<file path="src/pfs_pkg.sv">
// shared types and constants of the pareto front store
`default_nettype none
package pfs_pkg;
    localparam int AREA_W  = 24;
    localparam int DELAY_W = 16;
    localparam int LEVEL_W = 16;
    localparam int TOL_W   = 16;
    localparam int KEEP_W  = 5;

    typedef enum logic [1:0] {
        MODE_INSERT = 2'd0,
        MODE_QUERY  = 2'd1,
        MODE_PRUNE  = 2'd2,
        MODE_CLEAR  = 2'd3
    } t_mode;

    // relation of the new point to a stored point
    typedef enum logic [2:0] {
        REL_BEFORE,
        REL_AFTER,
        REL_NEW_WINS,
        REL_OLD_WINS,
        REL_EQUAL
    } t_rel;

    typedef enum logic [3:0] {
        ST_IDLE,
        ST_DISP,
        ST_DIV,
        ST_RD,
        ST_EV,
        ST_PUT,
        ST_APP,
        ST_COMMIT,
        ST_DONE
    } t_state;

    typedef struct packed {
        logic [AREA_W-1:0]  area;
        logic [DELAY_W-1:0] delay;
        logic [LEVEL_W-1:0] level;
    } t_point;

    typedef struct packed {
        logic latch;
        logic div_step;
        logic rd;
        logic wr_old;
        logic wr_new;
        logic adv;
        logic commit;
        logic clr;
        logic flag_acc;
        logic flag_ovf;
        logic pick;
        logic emit;
    } t_cmd;

    typedef struct packed {
        t_mode mode;
        t_rel  rel;
        logic  hit;
        logic  last;
        logic  empty;
        logic  div_done;
        logic  ovf_before;
        logic  ovf_app;
        logic  prune_skip;
        logic  keep_pt;
        logic  placed;
    } t_st;
endpackage
`default_nettype wire

</file>
<file path="src/pareto_front_store.sv">
// pareto front store top level: sequencer, datapath and checks
//
// keeps an area-delay pareto curve of up to CURVE_DEPTH points sorted by rising
// area and falling delay. an operation (insert, query, prune, clear) is taken
// when start is high and busy is low; its single result appears on the o_ ports
// for exactly one cycle with o_done high and cannot be held off, so capture it
// then. every stored point visited passes through the one memory read port in
// a read state, then an evaluate state. an insert that lands before a stored
// point writes that point in a put state in place of the append state, and a
// prune that is not skipped first runs a bit-serial division. clear, a skipped
// prune and a query on an empty curve visit no stored point. busy is low again
// in the result cycle, so the next transfer may come then. the area tolerance
// register is written through the cfg channel, which is always ready; write it
// only while the block is idle. curve storage needs no clearing after reset:
// only entries below the point count are ever read.
`default_nettype none
module pareto_front_store import pfs_pkg::*; #(
    parameter int CURVE_DEPTH = 16
) (
    input  wire                              i_clk,
    input  wire                              i_rst_n,
    input  wire                              start,
    output logic                             busy,
    input  wire  [1:0]                       i_mode,
    input  wire  [AREA_W-1:0]                i_area_value,
    input  wire  [DELAY_W-1:0]               i_delay_value,
    input  wire  [LEVEL_W-1:0]               i_level_value,
    input  wire  [DELAY_W-1:0]               i_target_delay,
    input  wire  [KEEP_W-1:0]                i_keep_count,
    input  wire                              i_cfg_valid,
    output logic                             o_cfg_ready,
    input  wire  [TOL_W-1:0]                 i_cfg_data,
    output logic                             o_done,
    output logic [AREA_W-1:0]                o_out_area,
    output logic [DELAY_W-1:0]               o_out_delay,
    output logic [LEVEL_W-1:0]               o_out_level,
    output logic                             o_meets_target,
    output logic                             o_curve_empty,
    output logic [$clog2(CURVE_DEPTH+1)-1:0] o_point_count,
    output logic                             o_accepted,
    output logic                             o_overflow
);
    t_cmd cmd;
    t_st  st;

    // the user must issue tolerance writes only while idle; the block does not enforce it
    assign o_cfg_ready = 1'b1;

    pfs_ctrl u_ctrl (
        .i_clk   (i_clk),
        .i_rst_n (i_rst_n),
        .start   (start),
        .busy    (busy),
        .i_st    (st),
        .o_cmd   (cmd)
    );

    pfs_dp #(.CURVE_DEPTH(CURVE_DEPTH)) u_dp (
        .i_clk          (i_clk),
        .i_rst_n        (i_rst_n),
        .i_cmd          (cmd),
        .o_st           (st),
        .i_mode         (i_mode),
        .i_area_value   (i_area_value),
        .i_delay_value  (i_delay_value),
        .i_level_value  (i_level_value),
        .i_target_delay (i_target_delay),
        .i_keep_count   (i_keep_count),
        .i_cfg_wr       (i_cfg_valid && o_cfg_ready),
        .i_cfg_data     (i_cfg_data),
        .o_out_area     (o_out_area),
        .o_out_delay    (o_out_delay),
        .o_out_level    (o_out_level),
        .o_meets_target (o_meets_target),
        .o_curve_empty  (o_curve_empty),
        .o_point_count  (o_point_count),
        .o_accepted     (o_accepted),
        .o_overflow     (o_overflow),
        .o_done         (o_done)
    );

    // an accepted operation keeps the block busy in the next cycle
    a_busy_after_start: assert property (@(posedge i_clk) disable iff (!i_rst_n)
        start && !busy |=> busy)
        else $error("busy not raised after operation transfer");

    // result strobe lasts one cycle
    a_done_single: assert property (@(posedge i_clk) disable iff (!i_rst_n)
        o_done |=> !o_done)
        else $error("result strobe longer than one cycle");

    // kept and overflow exclude each other
    a_acc_ovf: assert property (@(posedge i_clk) disable iff (!i_rst_n)
        o_done |-> !(o_accepted && o_overflow))
        else $error("insert both kept and dropped");

    // curve never grows past its depth, empty flag agrees with count
    a_count_range: assert property (@(posedge i_clk) disable iff (!i_rst_n)
        o_done |-> (o_point_count <= ($clog2(CURVE_DEPTH+1))'(CURVE_DEPTH))
                   && (o_curve_empty == (o_point_count == '0)))
        else $error("point count out of range");
endmodule
`default_nettype wire

</file>
<file path="src/pfs_ctrl.sv">
// operation sequencer of the pareto front store
`default_nettype none
module pfs_ctrl import pfs_pkg::*; (
    input  wire  i_clk,
    input  wire  i_rst_n,
    input  wire  start,
    output logic busy,
    input  t_st  i_st,
    output t_cmd o_cmd
);
    t_state r_state, n_state;

    always_ff @(posedge i_clk) begin
        if (!i_rst_n) begin
            r_state <= ST_IDLE;
        end else begin
            r_state <= n_state;
        end
    end

    always_comb begin
        n_state = r_state;
        o_cmd   = '0;
        busy    = (r_state != ST_IDLE);
        unique case (r_state)
            ST_IDLE: begin
                if (start) begin
                    o_cmd.latch = 1'b1;
                    n_state     = ST_DISP;
                end
            end
            ST_DISP: begin
                unique case (i_st.mode)
                    MODE_INSERT: n_state = i_st.empty ? ST_APP : ST_RD;
                    MODE_QUERY:  n_state = i_st.empty ? ST_DONE : ST_RD;
                    MODE_PRUNE:  n_state = i_st.prune_skip ? ST_DONE : ST_DIV;
                    MODE_CLEAR: begin
                        o_cmd.clr = 1'b1;
                        n_state   = ST_DONE;
                    end
                    default: n_state = ST_DONE;
                endcase
            end
            ST_DIV: begin
                if (i_st.div_done) begin
                    n_state = ST_RD;
                end else begin
                    o_cmd.div_step = 1'b1;
                end
            end
            ST_RD: begin
                o_cmd.rd = 1'b1;
                n_state  = ST_EV;
            end
            ST_EV: begin
                unique case (i_st.mode)
                    MODE_INSERT: begin
                        if (i_st.placed) begin
                            o_cmd.wr_old = 1'b1;
                            o_cmd.adv    = 1'b1;
                            n_state      = i_st.last ? ST_COMMIT : ST_RD;
                        end else begin
                            unique case (i_st.rel)
                                REL_OLD_WINS, REL_EQUAL: n_state = ST_DONE;
                                REL_NEW_WINS: begin
                                    o_cmd.adv = 1'b1;
                                    n_state   = i_st.last ? ST_APP : ST_RD;
                                end
                                REL_AFTER: begin
                                    o_cmd.wr_old = 1'b1;
                                    o_cmd.adv    = 1'b1;
                                    n_state      = i_st.last ? ST_APP : ST_RD;
                                end
                                REL_BEFORE: begin
                                    if (i_st.ovf_before) begin
                                        o_cmd.flag_ovf = 1'b1;
                                        n_state        = ST_DONE;
                                    end else begin
                                        o_cmd.wr_new = 1'b1;
                                        n_state      = ST_PUT;
                                    end
                                end
                                default: n_state = ST_DONE;
                            endcase
                        end
                    end
                    MODE_QUERY: begin
                        o_cmd.pick = 1'b1;
                        if (i_st.hit || i_st.last) begin
                            n_state = ST_DONE;
                        end else begin
                            o_cmd.adv = 1'b1;
                            n_state   = ST_RD;
                        end
                    end
                    MODE_PRUNE: begin
                        o_cmd.wr_old = i_st.keep_pt;
                        o_cmd.adv    = 1'b1;
                        n_state      = i_st.last ? ST_COMMIT : ST_RD;
                    end
                    default: n_state = ST_DONE;
                endcase
            end
            ST_PUT: begin
                o_cmd.wr_old = 1'b1;
                o_cmd.adv    = 1'b1;
                n_state      = i_st.last ? ST_COMMIT : ST_RD;
            end
            ST_APP: begin
                if (i_st.ovf_app) begin
                    o_cmd.flag_ovf = 1'b1;
                    n_state        = ST_DONE;
                end else begin
                    o_cmd.wr_new = 1'b1;
                    n_state      = ST_COMMIT;
                end
            end
            ST_COMMIT: begin
                o_cmd.commit   = 1'b1;
                o_cmd.flag_acc = (i_st.mode == MODE_INSERT);
                n_state        = ST_DONE;
            end
            ST_DONE: begin
                o_cmd.emit = 1'b1;
                n_state    = ST_IDLE;
            end
            default: n_state = ST_IDLE;
        endcase
    end
endmodule
`default_nettype wire

</file>
<file path="src/pfs_dp.sv">
// point store, scan registers, divider and result registers
`default_nettype none
module pfs_dp import pfs_pkg::*; #(
    parameter int CURVE_DEPTH = 16
) (
    input  wire                            i_clk,
    input  wire                            i_rst_n,
    input  t_cmd                           i_cmd,
    output t_st                            o_st,
    input  wire  [1:0]                     i_mode,
    input  wire  [AREA_W-1:0]              i_area_value,
    input  wire  [DELAY_W-1:0]             i_delay_value,
    input  wire  [LEVEL_W-1:0]             i_level_value,
    input  wire  [DELAY_W-1:0]             i_target_delay,
    input  wire  [KEEP_W-1:0]              i_keep_count,
    input  wire                            i_cfg_wr,
    input  wire  [TOL_W-1:0]               i_cfg_data,
    output logic [AREA_W-1:0]              o_out_area,
    output logic [DELAY_W-1:0]             o_out_delay,
    output logic [LEVEL_W-1:0]             o_out_level,
    output logic                           o_meets_target,
    output logic                           o_curve_empty,
    output logic [$clog2(CURVE_DEPTH+1)-1:0] o_point_count,
    output logic                           o_accepted,
    output logic                           o_overflow,
    output logic                           o_done
);
    localparam int CW  = $clog2(CURVE_DEPTH + 1);
    localparam int IW  = $clog2(CURVE_DEPTH);
    localparam int SW  = CW + 1;
    localparam int DCW = $clog2(CW + 1);
    localparam int MW  = CW + KEEP_W;

    // two banks: one holds the curve, the other receives the rewritten one
    t_point mem [0:2*(2**IW)-1];

    logic [CW-1:0]      r_count, r_i, r_nk, r_quo;
    logic               r_bank, r_placed;
    logic [TOL_W-1:0]   r_tol;
    t_mode              r_mode;
    t_point             r_new, r_rd, r_q;
    logic [DELAY_W-1:0] r_tgt;
    logic [KEEP_W-1:0]  r_keep, r_rem;
    logic [DCW-1:0]     r_dcnt;
    logic [SW-1:0]      r_m;
    logic               r_qmeet, r_acc, r_ovf;
    logic               r_done;

    logic [SW-1:0]       step, m_inc, room;
    logic [KEEP_W:0]     trial_in, trial;
    logic                lt, gt;
    logic [AREA_W-1:0]   diff_ns, diff_sn;
    t_rel                rel;
    logic [IW:0]         rd_addr, wr_addr;
    t_point              wr_data;

    // area compare within tolerance, delays exact
    always_comb begin
        diff_sn = r_rd.area - r_new.area;
        diff_ns = r_new.area - r_rd.area;
        lt = (r_rd.area > r_new.area) && (diff_sn > AREA_W'(r_tol));
        gt = (r_new.area > r_rd.area) && (diff_ns > AREA_W'(r_tol));
        priority if (lt) begin
            rel = (r_new.delay <= r_rd.delay) ? REL_NEW_WINS : REL_BEFORE;
        end else if (!gt) begin
            if (r_new.delay == r_rd.delay) begin
                rel = REL_EQUAL;
            end else begin
                rel = (r_new.delay < r_rd.delay) ? REL_NEW_WINS : REL_OLD_WINS;
            end
        end else begin
            rel = (r_new.delay < r_rd.delay) ? REL_AFTER : REL_OLD_WINS;
        end
    end

    always_comb begin
        step     = {1'b0, r_quo} + SW'(1);
        m_inc    = r_m + SW'(1);
        room     = {1'b0, r_nk} + ({1'b0, r_count} - {1'b0, r_i});
        trial_in = {r_rem, r_quo[CW-1]};
        trial    = trial_in - {1'b0, r_keep};
        rd_addr  = {r_bank, r_i[IW-1:0]};
        wr_addr  = {~r_bank, r_nk[IW-1:0]};
        wr_data  = i_cmd.wr_new ? r_new : r_rd;

        o_st.mode       = r_mode;
        o_st.rel        = rel;
        o_st.hit        = (r_rd.delay <= r_tgt);
        o_st.last       = ({1'b0, r_i} + SW'(1)) == {1'b0, r_count};
        o_st.empty      = (r_count == '0);
        o_st.div_done   = (r_dcnt == DCW'(CW));
        o_st.ovf_before = room >= SW'(CURVE_DEPTH);
        o_st.ovf_app    = (r_nk == CW'(CURVE_DEPTH));
        o_st.prune_skip = (r_keep == '0) || (MW'(r_count) < MW'(r_keep));
        o_st.keep_pt    = (r_i == '0) || o_st.last || (r_m == '0);
        o_st.placed     = r_placed;
    end

    always_ff @(posedge i_clk) begin
        if (i_cmd.rd) begin
            r_rd <= mem[rd_addr];
        end
        if (i_cmd.wr_old || i_cmd.wr_new) begin
            mem[wr_addr] <= wr_data;
        end
    end

    always_ff @(posedge i_clk) begin
        if (!i_rst_n) begin
            r_count <= '0;
            r_bank  <= 1'b0;
            r_tol   <= '0;
            r_done  <= 1'b0;
        end else begin
            r_done <= i_cmd.emit;
            if (i_cfg_wr) begin
                r_tol <= i_cfg_data;
            end
            if (i_cmd.clr) begin
                r_count <= '0;
            end
            if (i_cmd.commit) begin
                r_count <= r_nk;
                r_bank  <= ~r_bank;
            end
        end
    end

    assign o_done = r_done;

    always_ff @(posedge i_clk) begin
        if (i_cmd.latch) begin
            r_mode    <= t_mode'(i_mode);
            r_new     <= '{area: i_area_value, delay: i_delay_value, level: i_level_value};
            r_tgt     <= i_target_delay;
            r_keep    <= i_keep_count;
            r_i       <= '0;
            r_nk      <= '0;
            r_m       <= '0;
            r_placed  <= 1'b0;
            r_quo     <= r_count;
            r_rem     <= '0;
            r_dcnt    <= '0;
            r_q       <= '0;
            r_qmeet   <= 1'b0;
            r_acc     <= 1'b0;
            r_ovf     <= 1'b0;
        end else begin
            if (i_cmd.div_step) begin
                r_dcnt <= r_dcnt + DCW'(1);
                if (!trial[KEEP_W]) begin
                    r_rem <= trial[KEEP_W-1:0];
                    r_quo <= {r_quo[CW-2:0], 1'b1};
                end else begin
                    r_rem <= trial_in[KEEP_W-1:0];
                    r_quo <= {r_quo[CW-2:0], 1'b0};
                end
            end
            if (i_cmd.wr_old || i_cmd.wr_new) begin
                r_nk <= r_nk + CW'(1);
            end
            if (i_cmd.wr_new) begin
                r_placed <= 1'b1;
            end
            if (i_cmd.adv) begin
                r_i <= r_i + CW'(1);
                r_m <= (m_inc == step) ? '0 : m_inc;
            end
            if (i_cmd.pick) begin
                r_q     <= r_rd;
                r_qmeet <= o_st.hit;
            end
            if (i_cmd.flag_acc) begin
                r_acc <= 1'b1;
            end
            if (i_cmd.flag_ovf) begin
                r_ovf <= 1'b1;
            end
        end
    end

    // result registers, loaded once per operation
    always_ff @(posedge i_clk) begin
        if (i_cmd.emit) begin
            o_out_area     <= (r_mode == MODE_QUERY) ? r_q.area : '0;
            o_out_delay    <= (r_mode == MODE_QUERY) ? r_q.delay : '0;
            o_out_level    <= (r_mode == MODE_QUERY) ? r_q.level : '0;
            o_meets_target <= (r_mode == MODE_QUERY) && r_qmeet;
            o_curve_empty  <= (r_count == '0);
            o_point_count  <= r_count;
            o_accepted     <= r_acc;
            o_overflow     <= r_ovf;
        end
    end
endmodule
`default_nettype wire
</file>
<file path="config.mk">
export PLATFORM = sky130hd
export DESIGN_NAME = pareto_front_store
export DESIGN_NICKNAME = d
export VERILOG_FILES = /design/src/pfs_pkg.sv /design/src/pareto_front_store.sv /design/src/pfs_ctrl.sv /design/src/pfs_dp.sv
export SDC_FILE = /design/constraint.sdc
export NUM_CORES = 2
export LEC_CHECK = 0
export ABC_AREA = 0
export ABC_CLOCK_PERIOD_IN_PS = 14800
export BUFFER_PORTS_ARGS = -buffer_cell sky130_fd_sc_hd__buf_4
export CAP_MARGIN = 5
export CORE_MARGIN = 4
export CORE_UTILIZATION = 67
export DETAILED_ROUTE_END_ITERATION = 16
export PLACE_DENSITY = 0.84
export SYNTH_ARGS = -nofsm -noshare
export SYNTH_HDL_FRONTEND = slang
export SYNTH_SLANG_ARGS = --single-unit
</file>
<file path="constraint.sdc">
create_clock -name i_clk -period 14.8 [get_ports i_clk]
set_input_delay 2.22 -clock i_clk [delete_from_list [all_inputs] [get_ports i_clk]]
set_output_delay 2.22 -clock i_clk [all_outputs]
set_load 0.02 [all_outputs]
</file>
==> flow_summary.yaml <==
cts:
  cts_root_buffer: "clkbuf_16"
  clkSinkCount: 2108
  clock_path_buffers: 3
  numCtsBuffers: 198
  cts.clk_slew.worst_paths_ps: 70
  cts_hold_buf: 0
  cts_setup_buffers: 0
  cts_resized: 0
  cts_tree: "built"
  cts_htree_levels: 4
  clk_latency_ps: 850
yosys:
  synthFlopType: "edfxtp_1"
  synthSimpleGateAreaFrac: 0.0321
  synth_compound_area_frac: 0.0269
  synth_xor_area_frac: 0.00599
  synth_mux_area_frac: 0.163
  ys_types: 86
  synth_area_leaders: "edfxtp_1 71%, mux4_2 15%, dfxtp_1 2.6%, ha_1 2.0%, mux2_2 1.2%"
  synth_area_per_cell_sq_um: 20.0
  synth-adder-area-share: 0.0217
  syn-instance-count: 4244
  async_flop_share: 0
  synth-warning-count: 0
  syn-num-nets: 4486
  synth_top_family_by_area: "multiplexers"
  synthesis.area_sq_mm: 0.0849
  yosys_register_bits: 2108
  synth_top_cell_area_share: 0.707
  ys_seq_area_frac: 0.733
  yosys.area.top_type: "edfxtp_1"
  synth_edf_count: 1997
  synth_common_cells: "1997 x edfxtp_1, 560 x mux4_2, 219 x nand2_1, 142 x inv_1, 136 x ha_1"
  yosysMostFrequentCell: "edfxtp_1"
place:
  place_ws_ps: 7320
  io_buffer_count: 165
  hpwl_mm: 124
  gp_congestion: 0.928
drt:
  dr_wl_met2_mm: 121
  vias: 47000
  viasPerCell: 7.43
  wl_met3_mm: 30.6
  drt-total-wl_mm: 246
  drc: 0
  top_layer_used: "met5"
  ant_nets: 0
  drt-met1-wl_mm: 80.6
  first_iter_violations: 8315
  wl_per_cell_um: 39.0
  firstDrtPassIters: 8
min_path:
  hold_class: "reg2reg"
grt:
  grt_pass1_vias: 47300
  gr-total-overflow: 0
  grt.total_usage: 0.380
  grt_pass1_wl_mm: 352
  antenna_found_initial: 10
  grt_max_degree: 99
floorplanning:
  fp.dieH_um: 364
  start_util: 0.675
  ios: 167
  core_sq_mm: 0.126
  die_x_um: 364
  dieArea_sq_mm: 0.132
  rows: 130
worst_setup_path:
  r2r_start: "u_dp.r_rd[40]$_DFFE_PP_"
  worst_ep_arrival_time_ps: 8150
  ff2ff_setup_slack_ps: 7120
  rr_endpoint: "u_dp.mem[21][36]$_DFFE_PP_"
  path_class: "reg2reg"
  setup.worst_path.start_class: "register"
  critPathMaxFanout: 29
  required_ps: 15270
  endpoint_kind: "register"
  reg2regPathDepth: 20
  critPathCapture: "u_dp.mem[21][36]$_DFFE_PP_"
  startpoint: "u_dp.r_rd[40]$_DFFE_PP_"
outcome:
  outcome: "finished, final reports clean"
power:
  power_density_mw_per_mm2: 148
  vdd_drop_max_uv: 137
  p_leak_nw: 30.3
finish:
  syn2layout_area_growth_pct: 11.8
  fillers: 6067
  nNetsFinal: 4739
  drive_gt1_frac: 0.274
timing:
  max_slew_margin: 0.0848
  worst_slack_ps: 7120
  worstMarginPinSlew_ps: 1370
  slew_viol_final: 0
  hold_viol: 0
  skew_ps: 29.8
  fmax_mhz: 130
  period_share: 0.519
  period_minus_slack_ps: 7680
  tns_ps: 0
  grt_setup_unrepaired: "no"
  setup_viol: 0
flow_run:
  cap_violations: 0
## metrics by stage
stage | hold slack [ps] | cell area, sq um | utilization | cells | total power [W]
5_1_grt | 467 | 94900 | 0.754 | 6314 | 0.0145
2_1_floorplan | 409 | 84900 | - | 4244 | 0.00833
3_5_place_dp | 434 | 88200 | 0.702 | 5941 | 0.00887
3_3_place_gp | 425 | 88200 | 0.702 | 5941 | 0.00881
4_1_cts | 451 | 94700 | 0.754 | 6308 | 0.0141
6_report | 449 | 94900 | 0.755 | 6321 | 0.0141
## placed cells by master (no fill, tap or decap), types with 36 or more instances in the layout
cell type and n:
nand3_1 36, nand2_1 219, a21oi_1 135, buf_4 251
dfxtp_1 106, mux2_2 87, ha_1 136, edfxtp_1 1997
clkinv_1 40, and2_1 66, clkbuf_1 42, clkbuf_16 203
inv_1 142, mux4_2 560, nor2_1 53, o21ai_0 60
## how the worst min path moves through the flow
stage | startpoint | endpoint | slack, ps | cells past startpoint
3_5_place_dp | u_dp.r_ovf$_SDFFE_PP0P_ | u_dp.o_overflow$_DFFE_PP_ | 430 | 0
6_report | u_dp.r_ovf$_SDFFE_PP0P_ | u_dp.o_overflow$_DFFE_PP_ | 450 | 0
5_1_grt | u_dp.r_q[39]$_SDFFE_PP0P_ | u_dp.r_q[39]$_SDFFE_PP0P_ | 470 | 2
4_1_cts | u_dp.r_q[28]$_SDFFE_PP0P_ | u_dp.r_q[28]$_SDFFE_PP0P_ | 450 | 2
2_1_floorplan | u_dp.r_acc$_SDFFE_PP0P_ | u_dp.o_accepted$_DFFE_PP_ | 410 | 0
3_3_place_gp | u_dp.r_acc$_SDFFE_PP0P_ | u_dp.o_accepted$_DFFE_PP_ | 430 | 0
## cells by family (layout without fill, tap and decap cells)
family,Yosys count,count (layout)
xor gates and xnor gates,58,58
other,1,8
and+or+nand+nor,550,550
muxes,673,673
DFF,2108,2108
buffers and inverters,348,768
adders and majority gates,143,143
AOI/OAI and AO/OA,363,363
## power breakdown
part           internal [W]  switching, W
clock               0.00293       0.00235
sequential          0.00666      0.000120
combinational      0.000897       0.00114
total                0.0105       0.00360
## state kept, by name, indices dropped and copies added (netlist names), 2 cells and up
signal              count
u_ctrl.r_state          4
u_dp.mem             1792
u_dp.o_out_area        24
u_dp.o_out_delay       16
u_dp.o_out_level       16
u_dp.o_point_count      5
u_dp.r_count            5
u_dp.r_dcnt             3
u_dp.r_i                5
u_dp.r_keep             5
u_dp.r_m                6
u_dp.r_mode             2
u_dp.r_new             56
u_dp.r_nk               5
u_dp.r_q               56
u_dp.r_quo              5
u_dp.r_rd              56
u_dp.r_rem              5
u_dp.r_tgt             16
u_dp.r_tol             16
## final cells by class
cell class              count  area (sq um)  share of cell area
clock inverters           118          1210              0.0128
clock buffers             249          5290              0.0558
repair buffers            258          2010              0.0212
inverters                 143           542             0.00571
flip-flops and latches   2108         62200               0.656
diodes                      7          17.5            0.000185
multi-input cells        1788         21500               0.227
well taps                1650          2060              0.0218
## layer usage
metal  vias up  global-route usage
li1      17800                   -
met1     23900               0.499
met2      4424               0.610
met3       884              0.0970
met4        10               0.181
met5         -             0.00690
## worst max-delay path: stages (launching register included)
cell and delay, ps:
edfxtp_1 420, inv_1 70, ha_1 470, a21o_1 260, o21bai_1 210, a221oi_1 670
nand2_1 140, xor2_1 180, ha_1 320, nand4_1 170, nor4_1 390, a21boi_0 240
o41ai_1 140, o2111ai_1 110, a2111oi_0 120, and3_2 250, a2111o_1 400, o211ai_4 300
nand2_1 490, nor2_4 1140, buf_4 740
Power figures use the tool's default switching activity.
